===== config.mk =====
export PLATFORM = sky130hd
export DESIGN_NAME = level_probe_relay_controller_unit
export DESIGN_NICKNAME = d
export VERILOG_FILES = /design/src/hw/rtl/lprc_pkg.sv /design/src/hw/rtl/level_probe_relay_controller_unit.sv /design/src/hw/rtl/lprc_cfg.sv /design/src/hw/rtl/lprc_lane.sv /design/src/hw/rtl/lprc_merge.sv
export VERILOG_INCLUDE_DIRS = /design/src /design/src/hw/rtl
export SDC_FILE = /design/constraint.sdc
export NUM_CORES = 1
export LEC_CHECK = 0
export BUFFER_PORTS_ARGS = -buffer_cell sky130_fd_sc_hd__buf_2
export CAP_MARGIN = 20
export CORE_UTILIZATION = 30
export DETAILED_ROUTE_END_ITERATION = 6
export GPL_TIMING_DRIVEN = 0
export PLACE_DENSITY_LB_ADDON = 0.05
export SLEW_MARGIN = 5
export SYNTH_ARGS = -nofsm -noshare
export SYNTH_HDL_FRONTEND = slang
export SYNTH_SLANG_ARGS = --single-unit
export TNS_END_PERCENT = 30

===== constraint.sdc =====
create_clock -name aclk -period 3.8 [get_ports aclk]
set_clock_uncertainty 0.15 [all_clocks]
set_input_delay 0.38 -clock aclk [delete_from_list [all_inputs] [get_ports aclk]]
set_output_delay 0.38 -clock aclk [all_outputs]
set_load 0.02 [all_outputs]

===== src/hw/rtl/level_probe_relay_controller_unit_macros.svh =====
// Assertion macros shared by the relay controller modules.
// Each macro reports a failed check by $error and is empty in synthesis.
`ifndef LEVEL_PROBE_RELAY_CONTROLLER_UNIT_MACROS_SVH
`define LEVEL_PROBE_RELAY_CONTROLLER_UNIT_MACROS_SVH

`ifndef SYNTHESIS

// Same-cycle implication.
`define LPRC_ASSERT_NOW(label, clk, rstn, ante, cons) \
    label: assert property (@(posedge clk) disable iff (!rstn) (ante) |-> (cons)) \
        else $error("lprc assertion failed");

// Next-cycle implication.
`define LPRC_ASSERT_NEXT(label, clk, rstn, ante, cons) \
    label: assert property (@(posedge clk) disable iff (!rstn) (ante) |=> (cons)) \
        else $error("lprc assertion failed");

`else

`define LPRC_ASSERT_NOW(label, clk, rstn, ante, cons)
`define LPRC_ASSERT_NEXT(label, clk, rstn, ante, cons)

`endif

`endif


===== src/hw/rtl/lprc_pkg.sv =====
package lprc_pkg;

    localparam int PROBE_COUNT = 4;
    localparam int TIMER_BITS  = 16;
    localparam int CFG_W       = 16;
    localparam int CFG_IDX_W   = 3;
    localparam int MODE_W      = 4;
    localparam int S_TDATA_W   = 8;
    localparam int M_TDATA_W   = 16;
    localparam int LANE_IDX_W  = $clog2(PROBE_COUNT);

    // Mode codes, written to the mode register
    localparam logic [MODE_W-1:0] MODE_TEST         = 4'd0;
    localparam logic [MODE_W-1:0] MODE_BASE         = 4'd1;
    localparam logic [MODE_W-1:0] MODE_TRIGGER      = 4'd2;
    localparam logic [MODE_W-1:0] MODE_TIMED        = 4'd3;
    localparam logic [MODE_W-1:0] MODE_TRIGGER_BASE = 4'd4;

    // Configuration register indexes
    localparam logic [CFG_IDX_W-1:0] REG_MODE    = 3'd0;
    localparam logic [CFG_IDX_W-1:0] REG_FOLLOW  = 3'd1;
    localparam logic [CFG_IDX_W-1:0] REG_TRIGGER = 3'd2;
    localparam logic [CFG_IDX_W-1:0] REG_ON      = 3'd3;
    localparam logic [CFG_IDX_W-1:0] REG_INHIBIT = 3'd4;

    typedef logic [TIMER_BITS-1:0] timer_t;
    typedef logic [LANE_IDX_W-1:0] lane_idx_t;

    typedef enum logic [2:0] {
        ROLE_HOLD,
        ROLE_TEST,
        ROLE_BASE,
        ROLE_TRIG_LO,
        ROLE_TRIG_HI,
        ROLE_TIMED
    } lane_role_t;

    typedef enum logic [1:0] {
        PH_OPEN    = 2'd0,
        PH_CLOSED  = 2'd1,
        PH_INHIBIT = 2'd2
    } phase_t;

    // Timer load values, already fitted to the timer width
    typedef struct packed {
        timer_t follow;
        timer_t trigger;
        timer_t on_load;
        timer_t inhibit;
    } delays_t;

    // Per-lane control for one request
    typedef struct packed {
        lane_role_t role;
        logic       accept;
        logic       tick;
        logic       wet;
        logic       partner_wet;
    } lane_ctrl_t;

    // Saturate a register value to the timer width
    function automatic timer_t load_value(logic [CFG_W-1:0] v);
        timer_t res;
        if ((v >> TIMER_BITS) != '0) begin
            res = '1;
        end else begin
            res = timer_t'(v);
        end
        return res;
    endfunction

    function automatic logic mode_defined(logic [MODE_W-1:0] mode);
        return (mode == MODE_TEST) || (mode == MODE_BASE) || (mode == MODE_TRIGGER)
            || (mode == MODE_TIMED) || (mode == MODE_TRIGGER_BASE);
    endfunction

    // Role of a lane under a mode; pairs are lanes (0,1) and (2,3)
    function automatic lane_role_t lane_role(logic [MODE_W-1:0] mode, lane_idx_t idx);
        lane_role_t role;
        case (mode)
            MODE_TEST:    role = ROLE_TEST;
            MODE_BASE:    role = ROLE_BASE;
            MODE_TRIGGER: role = idx[0] ? ROLE_TRIG_HI : ROLE_TRIG_LO;
            MODE_TIMED:   role = ROLE_TIMED;
            MODE_TRIGGER_BASE: begin
                if (idx[LANE_IDX_W-1]) begin
                    role = ROLE_BASE;
                end else begin
                    role = idx[0] ? ROLE_TRIG_HI : ROLE_TRIG_LO;
                end
            end
            default:      role = ROLE_HOLD;
        endcase
        return role;
    endfunction

endpackage


===== src/hw/rtl/level_probe_relay_controller_unit.sv =====
// Level probe relay controller. Each request on the s_ side is one evaluation
// of four probe levels plus a tick flag; it yields exactly one result on the
// m_ side, held in the output register or its skid entry. Four probe lanes
// update side by side, so a request can be taken on every clock; a
// two-entry output queue lets requests keep flowing while one result waits,
// and s_tready drops only when both entries are full. Configuration writes
// take effect on the next clock and belong in idle periods.
module level_probe_relay_controller_unit (
    input  logic                               aclk,
    input  logic                               aresetn,
    input  logic                               s_tvalid,
    output logic                               s_tready,
    // [3:0] probe_levels, [4] tick, [7:5] zero
    input  logic [lprc_pkg::S_TDATA_W-1:0]     s_tdata,
    output logic                               m_tvalid,
    input  logic                               m_tready,
    // [3:0] relay_mask, [7:4] led_mask, [8] probe_alarm, [9] config_alarm,
    // [15:10] zero
    output logic [lprc_pkg::M_TDATA_W-1:0]     m_tdata,
    input  logic                               cfg_wr_en,
    input  logic [lprc_pkg::CFG_IDX_W-1:0]     cfg_index,
    input  logic [lprc_pkg::CFG_W-1:0]         cfg_wdata
);
    import lprc_pkg::*;

    logic [MODE_W-1:0]      mode;
    delays_t                delays;
    logic                   in_accept;
    logic [PROBE_COUNT-1:0] probe_levels;
    logic                   tick;
    logic [PROBE_COUNT-1:0] timer_zero;
    logic [PROBE_COUNT-1:0] relay_next;

    assign in_accept    = s_tvalid && s_tready;
    assign probe_levels = s_tdata[PROBE_COUNT-1:0];
    assign tick         = s_tdata[PROBE_COUNT];

    lprc_cfg u_cfg (
        .aclk      (aclk),
        .aresetn   (aresetn),
        .cfg_wr_en (cfg_wr_en),
        .cfg_index (cfg_index),
        .cfg_wdata (cfg_wdata),
        .mode      (mode),
        .delays    (delays)
    );

    // One lane per probe; a lane's partner is the other probe of its pair
    for (genvar g = 0; g < PROBE_COUNT; g++) begin : g_lane
        lane_ctrl_t ctrl;
        logic       pair_zero;

        assign ctrl.role        = lane_role(mode, lane_idx_t'(g));
        assign ctrl.accept      = in_accept;
        assign ctrl.tick        = tick;
        assign ctrl.wet         = probe_levels[g];
        assign ctrl.partner_wet = probe_levels[g ^ 1];
        // The pair's shared timer lives in the high lane
        assign pair_zero = (ctrl.role == ROLE_TRIG_LO) ? timer_zero[g ^ 1] : timer_zero[g];

        lprc_lane u_lane (
            .aclk       (aclk),
            .aresetn    (aresetn),
            .ctrl       (ctrl),
            .delays     (delays),
            .pair_zero  (pair_zero),
            .timer_zero (timer_zero[g]),
            .relay_next (relay_next[g])
        );
    end

    lprc_merge u_merge (
        .aclk         (aclk),
        .aresetn      (aresetn),
        .in_accept    (in_accept),
        .probe_levels (probe_levels),
        .mode         (mode),
        .relay_next   (relay_next),
        .in_ready     (s_tready),
        .m_tvalid     (m_tvalid),
        .m_tready     (m_tready),
        .m_tdata      (m_tdata)
    );

endmodule


===== src/hw/rtl/lprc_cfg.sv =====
module lprc_cfg (
    input  logic                             aclk,
    input  logic                             aresetn,
    input  logic                             cfg_wr_en,
    input  logic [lprc_pkg::CFG_IDX_W-1:0]   cfg_index,
    input  logic [lprc_pkg::CFG_W-1:0]       cfg_wdata,
    output logic [lprc_pkg::MODE_W-1:0]      mode,
    output lprc_pkg::delays_t                delays
);
    import lprc_pkg::*;

    logic [MODE_W-1:0] mode_reg;
    logic [CFG_W-1:0]  follow_reg;
    logic [CFG_W-1:0]  trigger_reg;
    logic [CFG_W-1:0]  on_reg;
    logic [CFG_W-1:0]  inhibit_reg;

    // Write registers; unknown indexes are dropped
    always_ff @(posedge aclk) begin
        if (!aresetn) begin
            mode_reg    <= MODE_TEST;
            follow_reg  <= CFG_W'(15);
            trigger_reg <= CFG_W'(15);
            on_reg      <= CFG_W'(50);
            inhibit_reg <= CFG_W'(600);
        end else if (cfg_wr_en) begin
            case (cfg_index)
                REG_MODE:    mode_reg    <= cfg_wdata[MODE_W-1:0];
                REG_FOLLOW:  follow_reg  <= cfg_wdata;
                REG_TRIGGER: trigger_reg <= cfg_wdata;
                REG_ON:      on_reg      <= cfg_wdata;
                REG_INHIBIT: inhibit_reg <= cfg_wdata;
                default:     ;
            endcase
        end
    end

    // Fit the delays to the timer width
    assign mode            = mode_reg;
    assign delays.follow   = load_value(follow_reg);
    assign delays.trigger  = load_value(trigger_reg);
    assign delays.on_load  = load_value(on_reg);
    assign delays.inhibit  = load_value(inhibit_reg);

endmodule


===== src/hw/rtl/lprc_lane.sv =====
`include "level_probe_relay_controller_unit_macros.svh"

module lprc_lane (
    input  logic                 aclk,
    input  logic                 aresetn,
    input  lprc_pkg::lane_ctrl_t ctrl,
    input  lprc_pkg::delays_t    delays,
    input  logic                 pair_zero,
    output logic                 timer_zero,
    output logic                 relay_next
);
    import lprc_pkg::*;

    timer_t dt_reg, dt_next;
    timer_t it_reg, it_next;
    logic   last_reg, last_next;
    phase_t phase_reg, phase_next;
    logic   relay_reg;

    timer_t dt_tick, it_tick, dt_open;
    phase_t ph_cur;
    logic   reopen;
    logic   wl, wh;
    logic   base_clear, base_set, timed_close;

    // Tick the timers down, stopping at zero
    assign dt_tick = (ctrl.tick && dt_reg != '0) ? dt_reg - timer_t'(1) : dt_reg;
    assign it_tick = (ctrl.tick && it_reg != '0) ? it_reg - timer_t'(1) : it_reg;
    assign timer_zero = (dt_tick == '0);

    // Inhibit period over: back to open with a fresh on-delay
    assign reopen  = (ctrl.role == ROLE_TIMED) && (phase_reg == PH_INHIBIT)
                     && (it_tick == '0);
    assign ph_cur  = reopen ? PH_OPEN : phase_reg;
    assign dt_open = reopen ? delays.on_load : dt_tick;

    assign timed_close = ctrl.wet && (dt_open == '0) && (it_tick == '0);
    assign base_clear  = !ctrl.wet && (!last_reg || dt_tick == '0);
    assign base_set    = ctrl.wet && (dt_tick == '0 || last_reg);

    // Low and high probe of the pair as seen from this lane
    assign wl = (ctrl.role == ROLE_TRIG_LO) ? ctrl.wet : ctrl.partner_wet;
    assign wh = (ctrl.role == ROLE_TRIG_LO) ? ctrl.partner_wet : ctrl.wet;

    // Timed phase next state
    always_comb begin
        phase_next = phase_reg;
        if (ctrl.role == ROLE_TIMED) begin
            phase_next = ph_cur;
            if (!ctrl.wet) begin
                if (ph_cur == PH_CLOSED) begin
                    phase_next = PH_INHIBIT;
                end
            end else if (timed_close) begin
                phase_next = PH_CLOSED;
            end
        end
    end

    // Relay, timers and level memory
    always_comb begin
        relay_next = relay_reg;
        dt_next    = dt_tick;
        it_next    = it_tick;
        last_next  = last_reg;
        case (ctrl.role)
            ROLE_TEST: begin
                relay_next = ctrl.wet;
            end
            ROLE_BASE: begin
                if (base_clear) begin
                    relay_next = 1'b0;
                    last_next  = 1'b0;
                    dt_next    = delays.follow;
                end else if (base_set) begin
                    relay_next = 1'b1;
                    last_next  = 1'b1;
                    dt_next    = delays.follow;
                end
            end
            ROLE_TRIG_LO, ROLE_TRIG_HI: begin
                if (wh) begin
                    relay_next = 1'b0;
                end else if (!wl && pair_zero) begin
                    relay_next = 1'b1;
                end
                if (ctrl.role == ROLE_TRIG_HI && (wl || wh)) begin
                    dt_next = delays.trigger;
                end
            end
            ROLE_TIMED: begin
                dt_next = dt_open;
                if (!ctrl.wet) begin
                    relay_next = 1'b0;
                    dt_next    = delays.on_load;
                    if (ph_cur == PH_CLOSED) begin
                        it_next = delays.inhibit;
                    end
                end else if (timed_close) begin
                    relay_next = 1'b1;
                end
            end
            default: ;
        endcase
    end

    // Advance lane state on each accepted request
    always_ff @(posedge aclk) begin
        if (!aresetn) begin
            dt_reg    <= '0;
            it_reg    <= '0;
            last_reg  <= 1'b0;
            phase_reg <= PH_OPEN;
            relay_reg <= 1'b0;
        end else if (ctrl.accept) begin
            dt_reg    <= dt_next;
            it_reg    <= it_next;
            last_reg  <= last_next;
            phase_reg <= phase_next;
            relay_reg <= relay_next;
        end
    end

    `LPRC_ASSERT_NEXT(a_lane_idle_hold, aclk, aresetn, !ctrl.accept,
        $stable(dt_reg) && $stable(it_reg))
    `LPRC_ASSERT_NEXT(a_timed_close_sets, aclk, aresetn,
        ctrl.accept && ctrl.role == ROLE_TIMED && timed_close, relay_reg)
    `LPRC_ASSERT_NEXT(a_hold_role_keeps, aclk, aresetn, ctrl.accept && ctrl.role == ROLE_HOLD,
        $stable(relay_reg) && $stable(phase_reg))

endmodule


===== src/hw/rtl/lprc_merge.sv =====
`include "level_probe_relay_controller_unit_macros.svh"

module lprc_merge (
    input  logic                               aclk,
    input  logic                               aresetn,
    input  logic                               in_accept,
    input  logic [lprc_pkg::PROBE_COUNT-1:0]   probe_levels,
    input  logic [lprc_pkg::MODE_W-1:0]        mode,
    input  logic [lprc_pkg::PROBE_COUNT-1:0]   relay_next,
    output logic                               in_ready,
    output logic                               m_tvalid,
    input  logic                               m_tready,
    output logic [lprc_pkg::M_TDATA_W-1:0]     m_tdata
);
    import lprc_pkg::*;

    localparam int PAD_W = M_TDATA_W - 2 * PROBE_COUNT - 2;

    logic                   probe_alarm_reg, probe_alarm_next;
    logic                   config_alarm_reg, config_alarm_next;
    logic [1:0]             count_reg, count_next;
    logic [M_TDATA_W-1:0]   out_reg, out_next;
    logic [M_TDATA_W-1:0]   skid_reg, skid_next;
    logic [M_TDATA_W-1:0]   result;
    logic                   fault_lo, fault_hi, pop;

    // Pair fault: low probe dry while high probe wet
    assign fault_lo = !probe_levels[0] && probe_levels[1];
    assign fault_hi = !probe_levels[2] && probe_levels[3];

    // Alarm updates
    always_comb begin
        probe_alarm_next  = probe_alarm_reg;
        config_alarm_next = config_alarm_reg;
        case (mode)
            MODE_TRIGGER:      probe_alarm_next = fault_lo || fault_hi;
            MODE_TRIGGER_BASE: probe_alarm_next = fault_lo;
            default:           ;
        endcase
        if (!mode_defined(mode)) begin
            config_alarm_next = 1'b1;
        end
    end

    assign result = {PAD_W'(0), config_alarm_next, probe_alarm_next, relay_next, relay_next};

    // Two-entry result queue: output register plus skid
    assign pop      = m_tvalid && m_tready;
    assign in_ready = (count_reg != 2'd2);
    assign m_tvalid = (count_reg != 2'd0);
    assign m_tdata  = out_reg;

    always_comb begin
        count_next = count_reg;
        out_next   = out_reg;
        skid_next  = skid_reg;
        case (count_reg)
            2'd0: begin
                if (in_accept) begin
                    out_next   = result;
                    count_next = 2'd1;
                end
            end
            2'd1: begin
                if (pop && in_accept) begin
                    out_next = result;
                end else if (in_accept) begin
                    skid_next  = result;
                    count_next = 2'd2;
                end else if (pop) begin
                    count_next = 2'd0;
                end
            end
            2'd2: begin
                if (pop) begin
                    out_next   = skid_reg;
                    count_next = 2'd1;
                end
            end
            default: count_next = 2'd0;
        endcase
    end

    always_ff @(posedge aclk) begin
        if (!aresetn) begin
            count_reg        <= 2'd0;
            probe_alarm_reg  <= 1'b0;
            config_alarm_reg <= 1'b0;
        end else begin
            count_reg <= count_next;
            if (in_accept) begin
                probe_alarm_reg  <= probe_alarm_next;
                config_alarm_reg <= config_alarm_next;
            end
        end
    end

    always_ff @(posedge aclk) begin
        out_reg  <= out_next;
        skid_reg <= skid_next;
    end

    `LPRC_ASSERT_NOW(a_count_range, aclk, aresetn, 1'b1, count_reg != 2'd3)
    `LPRC_ASSERT_NEXT(a_config_sticky, aclk, aresetn, config_alarm_reg, config_alarm_reg)
    `LPRC_ASSERT_NEXT(a_request_gives_result, aclk, aresetn, in_accept, m_tvalid)

endmodule

---- Word-level counts from Yosys, hierarchy flattened ----
Index checks and enable logic that the tools add are counted.
storage, ports and cells
  bits in registers ....................... 242
  bits of input ports ..................... 32
  output and inout port bits .............. 18
cells by class
  add/subtract/negate cells ............... 8
  equality and inequality tests ........... 44
  multiplexer cells ....................... 124
  bitwise gates (word level) .............. 1
  reduce and logical (&&, ||, !) cells .... 125
operators with widths
  operator                                                               count
  16-bit two-way mux                                                     43
  16-bit one-hot mux with 3 select lines                                 5
  16-bit zero test                                                       12
  16-bit nonzero test                                                    8
  16-bit by 1-bit subtractor with 16-bit output (second input constant)  8
  3-bit one-hot mux with 4 select lines                                  4
  1-bit logical AND                                                      45
  1-bit two-way mux                                                      45
  2-bit two-way mux                                                      21
  3-bit by 2-bit == test with 1-bit output (second input constant)       10
  3-bit == test (second input constant)                                  9
  2-bit AND reduction                                                    9
  1-bit logical OR                                                       17
  1-bit one-hot mux with 4 select lines                                  4
  3-bit by 1-bit == test with 1-bit output (second input constant)       5
  3-bit AND reduction                                                    5
  1-bit zero test                                                        12
  2-bit OR reduction                                                     6
  2-bit by 1-bit == test with 1-bit output (second input constant)       5
  2-bit == test (second input constant)                                  5
  2-bit nonzero test                                                     5
  4-bit by 2-bit == test with 1-bit output (second input constant)       2
  4-bit AND reduction                                                    2
  2-bit by 1-bit != test with 1-bit output (second input constant)       3
  other kinds (11)                                                       12

---- Longest topological paths before layout ----
  depth after elaboration ................. 15
  mapped depth ............................ 15
  depth with buffers taken out ............ 11

---- Modules after synthesis ----
A second synthesis with hierarchy kept.
unflattened totals
  cell total of the unflattened synthesis .. 2253
  area total of the unflattened synthesis .. 17043.8 um^2
modules (own cells, without submodules)
  module                             instances  cells each  area an instance (um^2)  seq. area each (um^2)
  lprc_lane at g_lane[1].u_lane ...  2          481         3348.2                   720.7
  lprc_lane at g_lane[0].u_lane      1          482         3354.5                   720.7
  lprc_lane at g_lane[3].u_lane      1          454         3340.7                   720.7
  lprc_cfg                           1          254         2632.5                   1361.3
  lprc_merge                         1          69          794.5                    440.4
  level_probe_relay_controller_unit  1          32          225.2                    0.0

---- Least setup slack after synthesis ----
Ideal clock, no wire load.
  path type ............................... reg-to-reg
  start ................................... reg g_lane[3].u_lane.it_reg[0]
  end ..................................... reg g_lane[3].u_lane.dt_reg[0]
  setup time .............................. 0.134 ns
  data arrival time ....................... 3.132 ns
  slack ................................... 0.384 ns
  stages on the path, launching flop included .. 12
  clock period less this slack ............ 3.416 ns
  path through ............................ dfxtp_1 -> inv_1 -> ha_1 -> nor3b_1 -> and3_1 -> o21ai_0 -> a2111oi_2 -> nor4b_4 -> nand2_2 -> mux2_1 -> a2111oi_2 -> a31oi_1
on the way
  longest elaborated chain between the ends .. 8
  elaborated cells between the ends (all ways) .. 9
  classes of those cells .................. add/sub (1); mux (4); reduce/logical (4)
RTL lines
  what                                                                                   line              source
  from (decl)                                                                            lprc_lane.sv:15   timer_t it_reg, it_next;
  from (signal assigned)                                                                 lprc_lane.sv:117  it_reg <= it_next;
  branches (longest 2 deep; another with 16-bit by 1-bit subtractor with 16-bit output)  --
  16-bit two-way mux (*)                                                                 lprc_lane.sv:28   assign it_tick = (ctrl.tick && it_reg != '0) ? it_reg - timer_t'(1) : it_reg;
  16-bit zero test (*)                                                                   lprc_lane.sv:33   && (it_tick == '0);
  1-bit logical AND (*)                                                                  lprc_lane.sv:33
  16-bit two-way mux (*)                                                                 lprc_lane.sv:35   assign dt_open = reopen ? delays.on_load : dt_tick;
  16-bit two-way mux (*)                                                                 lprc_lane.sv:93   if (!ctrl.wet) begin
  16-bit one-hot mux with 3 select lines (*)                                             lprc_lane.sv:66   case (ctrl.role)
  to (signal assigned)                                                                   lprc_lane.sv:116  dt_reg <= dt_next;
  to (decl)                                                                              lprc_lane.sv:14   timer_t dt_reg, dt_next;
Mark *: on every way between the ends.
A chain may end at the register's enable or synchronous reset.

---- Final worst setup path ----
  start ................................... reg g_lane[3].u_lane.dt_reg[0]
  end ..................................... reg u_merge.out_reg[7] (netlist: u_merge.m_tdata[7]), data pin
on the way
  longest elaborated chain between the ends .. 12
  elaborated cells between the ends (all ways) .. 25
  classes of those cells .................. add/sub (1); mux (13); reduce/logical (11)
RTL lines
  what                                                                                   line                                source
  branches (longest 2 deep; another with 16-bit by 1-bit subtractor with 16-bit output)  --
  16-bit two-way mux (*)                                                                 lprc_lane.sv:27                     assign dt_tick = (ctrl.tick && dt_reg != '0) ? dt_reg - timer_t'(1) : dt_reg;
  16-bit two-way mux                                                                     lprc_lane.sv:35
  16-bit zero test                                                                       lprc_lane.sv:37                     assign timed_close = ctrl.wet && (dt_open == '0) && (it_tick == '0);
  1-bit logical AND (2 in series)                                                        lprc_lane.sv:37
  1-bit two-way mux                                                                      lprc_lane.sv:99                     end else if (timed_close) begin
  1-bit two-way mux                                                                      lprc_lane.sv:93
  1-bit one-hot mux with 4 select lines (*)                                              lprc_lane.sv:66
  via g_lane[3].u_lane.relay_next                                                        lprc_lane.sv:10                     output logic relay_next
  16-bit two-way mux, on equally long branches                                           lprc_merge.sv:65, lprc_merge.sv:59
  16-bit one-hot mux with 3 select lines (*)                                             lprc_merge.sv:57                    case (count_reg)
  to (signal assigned)                                                                   lprc_merge.sv:99                    out_reg <= out_next;
  to (decl)                                                                              lprc_merge.sv:22                    logic [M_TDATA_W-1:0] out_reg, out_next;
Mark *: on every way through the listed nets, which the timed path passes. The select of a mux whose other input is x is not followed.

==> impl_metrics.env <==
export IMPL_reg2reg_slack_ns=0.05
export IMPL_p_leak_nw=7.49
export IMPL_gp_congestion=0.958
export IMPL_coreArea_mm2=0.0555
export IMPL_place_inst=3169
export IMPL_numCtsBuffers=31
export IMPL_dieArea_mm2=0.0576
export IMPL_avgViaCountPerCell=6.12
export IMPL_rsz0062_at_grt="yes"
export IMPL_synth_edf_count=12
export IMPL_cap_viol_max_count=0
export IMPL_rows=86
export IMPL_initial_core_util_pct=30.6
export IMPL_diodes=0
export IMPL_path_max_fanout=6
export IMPL_worstSetupPathType="reg2reg"
export IMPL_powerDensity_mw_per_mm2=741
export IMPL_ys_seq_elements=228
export IMPL_clockBufferDepth=3
export IMPL_drt_initial_drc_count=1767
export IMPL_yosys_top_cells_area="dfxtp_1 25%, nand2_1 7.4%, a21oi_1 6.1%, o21ai_0 4.7%, nor2_1 4.4%"
export IMPL_routed_wl_um=91400
export IMPL_dieWidth_um=240
export IMPL_stdcell_count=3269
export IMPL_max_freq_mhz=267
export IMPL_layout_nets=2541
export IMPL_cts_htree_levels=1
export IMPL_synth_area_mm2=0.0170
export IMPL_drt_pass1_iterations=6
export IMPL_end_kind="flop"
export IMPL_first_global_vias=18500
export IMPL_synthFlopType="dfxtp_1"
export IMPL_drive_above_1_share_pct=15.2
export IMPL_min_period_ns=3.75
export IMPL_ys_seq_area_share_pct=27.5
export IMPL_grt_antenna_before_repair=3
export IMPL_crit_required_ns=4.01
export IMPL_synth_top_area_share_pct=25.4
export IMPL_fillers=5933
export IMPL_drc=0
export IMPL_synth_top_cell_by_area="dfxtp_1"
export IMPL_syn_area_per_cell_um2=7.19
export IMPL_ys_types=104
export IMPL_hpwl_um=67800
export IMPL_grt_pass1_wl_um=130000
export IMPL_clock_latency_ns=0.62
export IMPL_grtUsageTotal_pct=30.9
export IMPL_worstMarginPinSlew_ns=1.27
export IMPL_area_growth_pct=22.9
export IMPL_portBuffers=37
export IMPL_grt_max_degree=20
export IMPL_hold_class="in2reg"
export IMPL_drtAntennaViolNets=0
export IMPL_worstPathArrival_ns=3.96
export IMPL_wl_per_cell_um=27.9
export IMPL_vias=20000
export IMPL_cts_root_buf="clkbuf_16"
export IMPL_async_flop_share_pct=0
export IMPL_synth_cells=2364
export IMPL_fin_setup_tns_ns=0
export IMPL_clock_sinks=228
export IMPL_cts_clk_slew_worst_paths_ns=0.06
export IMPL_ioPinCount=50
export IMPL_dieHeight_um=240
export IMPL_fin_crit_sh_pct=98.7
export IMPL_tritoncts="yes"
export IMPL_peakVddDrop_uv=426
export IMPL_yosysWarnings=0
export IMPL_setup_violations=0
export IMPL_hold_viol_final=0
export IMPL_status="complete, no violations"
export IMPL_slew_violations=0
export IMPL_worstSetupStartpointType="flop"
export IMPL_max_slew_margin_pct=15.3
export IMPL_grt_overflow=0
-- power breakdown --
part / switching (W) / internal (W)
clock: 0.00133 / 0.00205
sequential: 0.000577 / 0.00278
combinational: 0.00519 / 0.00356
total: 0.00709 / 0.00839
-- through the flow --
step	instance area [µm²]	utilization (%)	power [W]	setup slack, ns	hold WS [ns]
3_3_place_gp	18100	32.7	0.0105	-2.32	0.297
4_1_cts	20200	36.3	0.0147	-0.0997	0.0717
6_report	20900	37.6	0.0155	0.0500	0.0944
2_1_floorplan	17000	-	0.00844	0.384	0.280
3_5_place_dp	18300	33.0	0.0105	-2.31	0.305
5_1_grt	20900	37.6	0.0163	-0.0316	0.0950
-- critical path, cell delays in order (launching register included) --
cell and delay [ns]:
dfxtp_4 0.37, inv_2 0.08, ha_4 0.15, or4bb_4 0.49
buf_4 0.18, or2_2 0.28, o21ai_2 0.32, nor4_4 0.11
and3_4 0.21, a311o_1 0.35, a221oi_2 0.30, a221oi_2 0.06
buf_4 0.18, mux2_2 0.27
-- cell usage after synthesis, drive strengths merged (12+ instances only) --
cell type and count:
a211oi 29, a21oi 207, a221o 15, a221oi 32
a22oi 14, a31oi 55, and2 31, and3 16
buf 40, clkbuf 159, dfxtp 216, edfxtp 12
ha 12, inv 53, mux2 14, mux2i 61
nand2 335, nand2b 12, nand3 79, nand3b 17
nand4 37, nor2 198, nor2b 15, nor3 84
nor3b 12, nor4 60, o211ai 35, o21a 17
o21ai 167, o22ai 19, o31ai 12, or2 15
or3 35, or4 24, xnor2 30, xor2 19
-- routing by layer --
layer  part of all wire, %  vias up  track usage, %
met3                   8.0      221            5.41
met2                    43      912            47.7
met1                    44     9811            42.2
met4                   4.9        0            12.9
met5                     0        -               0
li1                      -     9074               -
-- final timing paths --
kind,from,to,depth (start not counted)
worst min register to register,u_merge.config_alarm_reg,u_merge.config_alarm_reg,2
worst min-delay path,s_tvalid,u_merge.count_reg[0],4
worst max-delay path,g_lane[3].u_lane.dt_reg[0],u_merge.m_tdata[7],13
worst max register to register,g_lane[3].u_lane.dt_reg[0],u_merge.m_tdata[7],13
-- cells by family (layout without fill, tap and decap cells) --
group,count (synthesis),after routing,share of synthesized area [%]
AND/OR/NAND/NOR,1013,1013,29.9
AO/OA/AOI/OAI,734,734,28.5
buffers and inverters,252,404,6.04
flip-flops,228,228,27.5
multiplexers,75,75,4.52
XOR/XNOR,49,49,2.52
adder cells (fa/ha/maj),12,12,0.883
other,1,6,0.0221
-- cells in the final DEF, fill, tap and decap left out, types with 15 or more instances in the layout --
| cell type | n |
|---|---|
| a211oi_1 | 24 |
| a21oi_1 | 206 |
| a221o_1 | 15 |
| a221oi_1 | 26 |
| a31oi_1 | 53 |
| and2_1 | 28 |
| buf_2 | 54 |
| buf_4 | 48 |
| clkbuf_1 | 138 |
| clkbuf_16 | 31 |
| dfxtp_1 | 211 |
| dlygate4sd3_1 | 17 |
| inv_1 | 46 |
| mux2i_1 | 59 |
| nand2_1 | 333 |
| nand3_1 | 78 |
| nand3b_1 | 17 |
| nand4_1 | 37 |
| nor2_1 | 194 |
| nor3_1 | 68 |
| nor4_1 | 31 |
| nor4_4 | 15 |
| o211ai_1 | 35 |
| o21a_1 | 17 |
| o21ai_0 | 156 |
| o22ai_1 | 18 |
| or3_1 | 33 |
| or4_1 | 16 |
| xnor2_1 | 27 |
| xor2_1 | 19 |
-- what timing repair did --
action	CTS	global route
cloned	0	0
pin swaps	13	25
setup endpoints to repair	97	103
buffers inserted	14	20
endpoints found under the hold margin	64	0
resized for setup	81	132
hold buffers	17	0
-- final cells by class --
class	instances	area [µm²]	share of cell area, %
plain buffers	190	838	4.01
inverters	53	203	0.970
clock buffers	35	831	3.97
well taps	748	936	4.48
repair buffers	104	802	3.84
multi-input cells	1889	12300	58.7
flip-flops and latches	228	4690	22.5
clock inverters	22	323	1.54
Note: power is estimated with default switching activity, not from simulation.
